<file path="src/design/aec_div.sv">
`default_nettype none
module aec_div #(
    parameter int DW = 24,
    parameter int QB = 19
) (
    input  wire           i_clk,
    input  wire           i_en,
    input  wire [DW-1:0]  i_rem0,
    input  wire [QB-1:0]  i_nlow,
    input  wire           i_sat,
    input  wire [DW-1:0]  i_den,
    output logic [QB-1:0] o_quo
);
    logic [DW-1:0] r_rem [QB];
    logic [QB-1:0] r_nl  [QB];
    logic [QB-1:0] r_q   [QB];
    logic          r_sat [QB];
    logic [DW-1:0] w_rem_in [QB];
    logic [QB-1:0] w_nl_in  [QB];
    logic [QB-1:0] w_q_in   [QB];
    logic          w_sat_in [QB];

    for (genvar s = 0; s < QB; s++) begin : g_stage
        logic [DW:0] w_trial;
        logic        w_ge;
        if (s == 0) begin : g_first
            assign w_rem_in[s] = i_rem0;
            assign w_nl_in[s]  = i_nlow;
            assign w_q_in[s]   = '0;
            assign w_sat_in[s] = i_sat;
        end else begin : g_next
            assign w_rem_in[s] = r_rem[s-1];
            assign w_nl_in[s]  = r_nl[s-1];
            assign w_q_in[s]   = r_q[s-1];
            assign w_sat_in[s] = r_sat[s-1];
        end
        assign w_trial = {w_rem_in[s], w_nl_in[s][QB-1]};
        assign w_ge    = w_trial >= {1'b0, i_den};

        always_ff @(posedge i_clk) begin
            if (i_en) begin
                r_rem[s] <= w_ge ? DW'(w_trial - {1'b0, i_den}) : DW'(w_trial);
                r_nl[s]  <= w_nl_in[s] << 1;
                r_q[s]   <= {w_q_in[s][QB-2:0], w_ge};
                r_sat[s] <= w_sat_in[s];
            end
        end
    end

    assign o_quo = r_sat[QB-1] ? '1 : r_q[QB-1];
endmodule
`default_nettype wire

</file>
<file path="config.mk">
export PLATFORM = sky130hd
export DESIGN_NAME = aec_div
export DESIGN_NICKNAME = d
export VERILOG_FILES = /design/src/design/aec_div.sv
export SDC_FILE = /design/constraint.sdc
export NUM_CORES = 2
export LEC_CHECK = 0
export BUFFER_PORTS_ARGS = -buffer_cell sky130_fd_sc_hd__buf_2
export CELL_PAD_IN_SITES_DETAIL_PLACEMENT = 1
export CELL_PAD_IN_SITES_GLOBAL_PLACEMENT = 1
export CORE_MARGIN = 2
export CORE_UTILIZATION = 55
export DETAILED_ROUTE_END_ITERATION = 7
export GPL_ROUTABILITY_DRIVEN = 0
export PLACE_DENSITY_LB_ADDON = 0.1
export SKIP_CTS_REPAIR_TIMING = 1
export SLEW_MARGIN = 20
export SYNTH_ARGS = -nofsm -noshare
export SYNTH_HDL_FRONTEND = slang
export SYNTH_SLANG_ARGS = --single-unit
export TNS_END_PERCENT = 50
</file>
<file path="constraint.sdc">
create_clock -name i_clk -period 7.05 [get_ports i_clk]
set_clock_uncertainty 0.15 [all_clocks]
set_input_delay 0 -clock i_clk [delete_from_list [all_inputs] [get_ports i_clk]]
set_output_delay 0 -clock i_clk [all_outputs]
set_load 0.01 [all_outputs]
</file>
==> metrics.md <==
| Metric | Value |
|---|---|
| Leak Pwr | 0.0221 uW |
| Average size of a mapped cell | 11.2 um^2 |
| Cell mode on critical path | nand2_1 |
| Register area share after synthesis | 0.486 |
| Sw Share | 0.400 |
| Peak supply drop | approximately 0.25 mV |
| Post-layout min period | 5020 ps |
| DR WL met3 | 6980 um |
| Pre-antenna DRT Iters | 5 |
| Hold Crit Class | in -> reg |
| Most frequent cells in the layout | edfxtp_1, ha_1, o21ai_0, nand2_1, a21oi_1 |
| Cell Pwr Density | slightly below 500 nW/um^2 |
| Async set-or-reset flop fraction in the synthesized netlist | 0 |
| Via count | between 30000 and 40000 |
| Final Max Tran Viols | 0 |
| I/O Buffers | slightly below 90 |
| Skew-Pair Late Insertion Delay | 690 ps |
| P_sw | 10800 uW |
| ANT nets after route | 0 |
| Worst Path Max Fanout | 19 |
| Layout cells sized above 1 | 0.111 |
| First-pass GRT wire length | between 200000 and 250000 um |
| CP max stage cell | a21oi_2 |
| Unrepaired setup endpoints after global routing | false |
| CP peak stage delay | 860 ps |
| CTS buffer count | 92 |
| Final Cycle Share | 0.711 |
| Wire per inst | 24.7 um |
| Die Y-Extent | around 310 um |
| Crit path cell chain | ha_1 > nand2_1 > a21oi_1 > o21ai_0 > a211oi_1 > a31oi_1 > nor3_1 > a2111oi_0 > nand2_1 > a21oi_2 > buf_4 > mux2_2 |
| # Max-Cap Violations | 0 |
| Main combinational cell family by area after synthesis | compound AO/OA/AOI/OAI gates |
| Syn nets | 5012 |
| Arrival @ worst endpoint | around 5300 ps |
| Final setup violation count | 0 |
| All-Layer GR Usage | 0.308 |
| Post-Synth XOR/XNOR Area | 0.0594 |
| # rows | 110 |
| Worst-margin pin slew | 1140 ps |
| Cell area after layout | 56000 um^2 |
| Root buf cell | clkbuf_16 |
| Compound-Gate Fraction of Synth Area | 0.164 |
| Clock Tree Buf Depth | 3 |
| Max Used Layer | met4 |
| Flops & latches, synth | between 800 and 900 |
| Post-Syn Area | 50100 um^2 |
| P_int | 16200 uW |
| Die W | 306 um |
| Total grt overflow | 0 |
| Achievable Freq | 199 MHz |
| Clock slew at reported path FFs | 60 ps |
| Hold Vio Cnt, Final | 0 |
| Clock share of power | 0.175 |
| Mapped Cells | around 4500 |
| Number of nets in the layout | 5232 |
| Core area | 90100 um^2 |
| Syn-to-layout area delta | 11.6% |
| Combinational fraction of design power | 0.500 |
| Number of synthesized flops with an enable pin | 812 |
| Kind of end point of the critical path | flop |
| Initial antenna violation count | 4 |
| Status | completed |
| Setup TNS | 0 ps |
| Multiplexer share of the synthesized area | 0.0472 |
| Routed WL | ~150000 um |
| Vias in the first global route | about 39000 |
| Wire length on met1 | 57600 um |
| Synthesis Warnings | 0 |
| CTS tree | done |
| Largest net degree at the start of global routing | between 150 and 200 |
| Placed instance area | 52200 um^2 |
| Initial core utilization | 0.556 |
| CP required | between 7000 and 8000 ps |
| N_diodes | 0 |
| Initial DRC Count | 2457 |
| CP top delay family | compound AO/OA/AOI/OAI gates |
| DR DRC count | 0 |
| Clock H-tree levels | 3 |
| Max-slew headroom | 0.241 |
| FF-to-FF setup slack | ~2000 ps |
| Adder-Cell Fraction of Synth Area | 0.121 |
| Avg Vias per Cell | 6.28 |
| Most common cell after layout, fill and taps aside | edfxtp_1 |
| Crit path launch type | flop |
| Met2 Routed Length | 73900 um |
| CP Buf/Inv Count | 1 |
| Synth unique cells | 84 |
| Critical path class | reg -> reg |
| Placed wire-length estimate | about 100000 um |
| Post-Synth Simple-Gate Area | 0.102 |
| Clk sinks | between 800 and 900 |
| # IOs | 89 |
| Sequential share of power | 0.324 |
| Die Area | 93600 um^2 |
| Main flop type after synthesis | edfxtp_1 |
-- Yosys cell counts (6+ instances only) --
master       n  area share
nor4_1      10      0.0012
o31a_1      20      0.0035
a211oi_1    40      0.0060
o21ai_0    357       0.036
xnor2_1    198       0.035
nor2b_1     73      0.0091
xor2_1     142       0.025
or4_1        6     0.00090
nor3_1      58      0.0058
clkbuf_1    80      0.0060
buf_2       11      0.0011
a311oi_1     7      0.0012
mux2_2     189       0.042
fa_1        18      0.0072
a31o_2      10      0.0017
and3_1      33      0.0041
a211o_1     10      0.0017
o22ai_1      6     0.00075
edfxtp_1   812        0.49
a21boi_0    17      0.0025
o21ai_1     11      0.0011
mux2i_1     24      0.0048
nand2_1    350       0.026
nand3_1     86      0.0086
a221oi_1    11      0.0019
nand2b_1    56      0.0070
a41oi_1      7      0.0012
nand4_1     61      0.0076
and2_1      11      0.0014
a2111oi_0    7      0.0012
o31ai_1     38      0.0057
ha_1       456        0.11
nor2_1     247       0.018
inv_1      155       0.012
o221ai_1     9      0.0016
a21oi_1    339       0.034
o21bai_1    45      0.0067
or2_2       32      0.0040
o21a_1      61      0.0091
a21o_1     197       0.029
a31oi_1     35      0.0044
o211ai_1    10      0.0015
or3_1       17      0.0021
and4_1      17      0.0030
-- metrics by stage --
step                      std cells   util  worst slack [ps]  power, uW  hold WS (ps)
after floorplan                4468      -              3300      18200         -51.1
after global placement         5687  0.579              2120      21200          26.4
after detailed placement       5687  0.579              1840      21900          28.7
after CTS                      5853  0.612              2100      26900          -709
after global routing           5936  0.621              1860      28700          78.5
final                          5936  0.621              2030      27000          25.2
-- flip-flops by register name, indices dropped and copies added, names as in the netlist --
name,count
r_nl,171
r_q,190
r_rem,432
r_sat,19
-- routing by layer --
metal / vias up / global-route usage
met4: 0 / 0.163
met2: 992 / 0.546
li1: 17400 / -
met1: 18500 / 0.364
met5: - / 0
met3: 373 / 0.0393
-- logic make-up (layout without fill, tap and decap cells) --
logic type	count (synthesis)	count (layout)
mux	213	213
flops	812	812
fa+ha+maj	474	474
buf+inv	255	547
compound gates	1301	1301
xor+xnor	340	340
simple gates	1073	1073
-- final cells by class --
cell class | count | area, um^2
Timing Repair Buffer | 225 | 1740
Fill cell | 9367 | 34200
Clock inverter | 56 | 542
Multi-Input combinational cell | 3401 | 24900
Inverter | 156 | 586
Tap cell | 1176 | 1470
Clock buffer | 110 | 2390
Sequential cell | 812 | 24400
-- path summary, 6_finish.rpt --
kind,from,to,cells after the start
max,r_rem[14][2],r_rem[15][2],12
min,i_den[7],r_rem[17][7],5
max reg2reg,r_rem[14][2],r_rem[15][2],12
min reg2reg,r_nl[0][11],r_nl[1][12],0
-- power by group through the flow --
stage / clock, uW / combinational, uW / sequential, uW
2_1_floorplan: 0 / 10100 / 8160
3_3_place_gp: 0 / 12500 / 8770
3_5_place_dp: 0 / 13100 / 8810
4_1_cts: 4820 / 13300 / 8740
5_1_grt: 4980 / 14900 / 8850
6_report: 4730 / 13500 / 8750
-- worst reg2reg max path, stage by stage (launching register included) --
cell and delay, ps:
edfxtp_1 400, ha_1 340, nand2_1 120, a21oi_1 50, o21ai_0 360, a211oi_1 230, a31oi_1 480, nor3_1 130
a2111oi_0 760, nand2_1 210, a21oi_2 860, buf_4 330, mux2_2 340
Power figures use the tool's default switching activity.
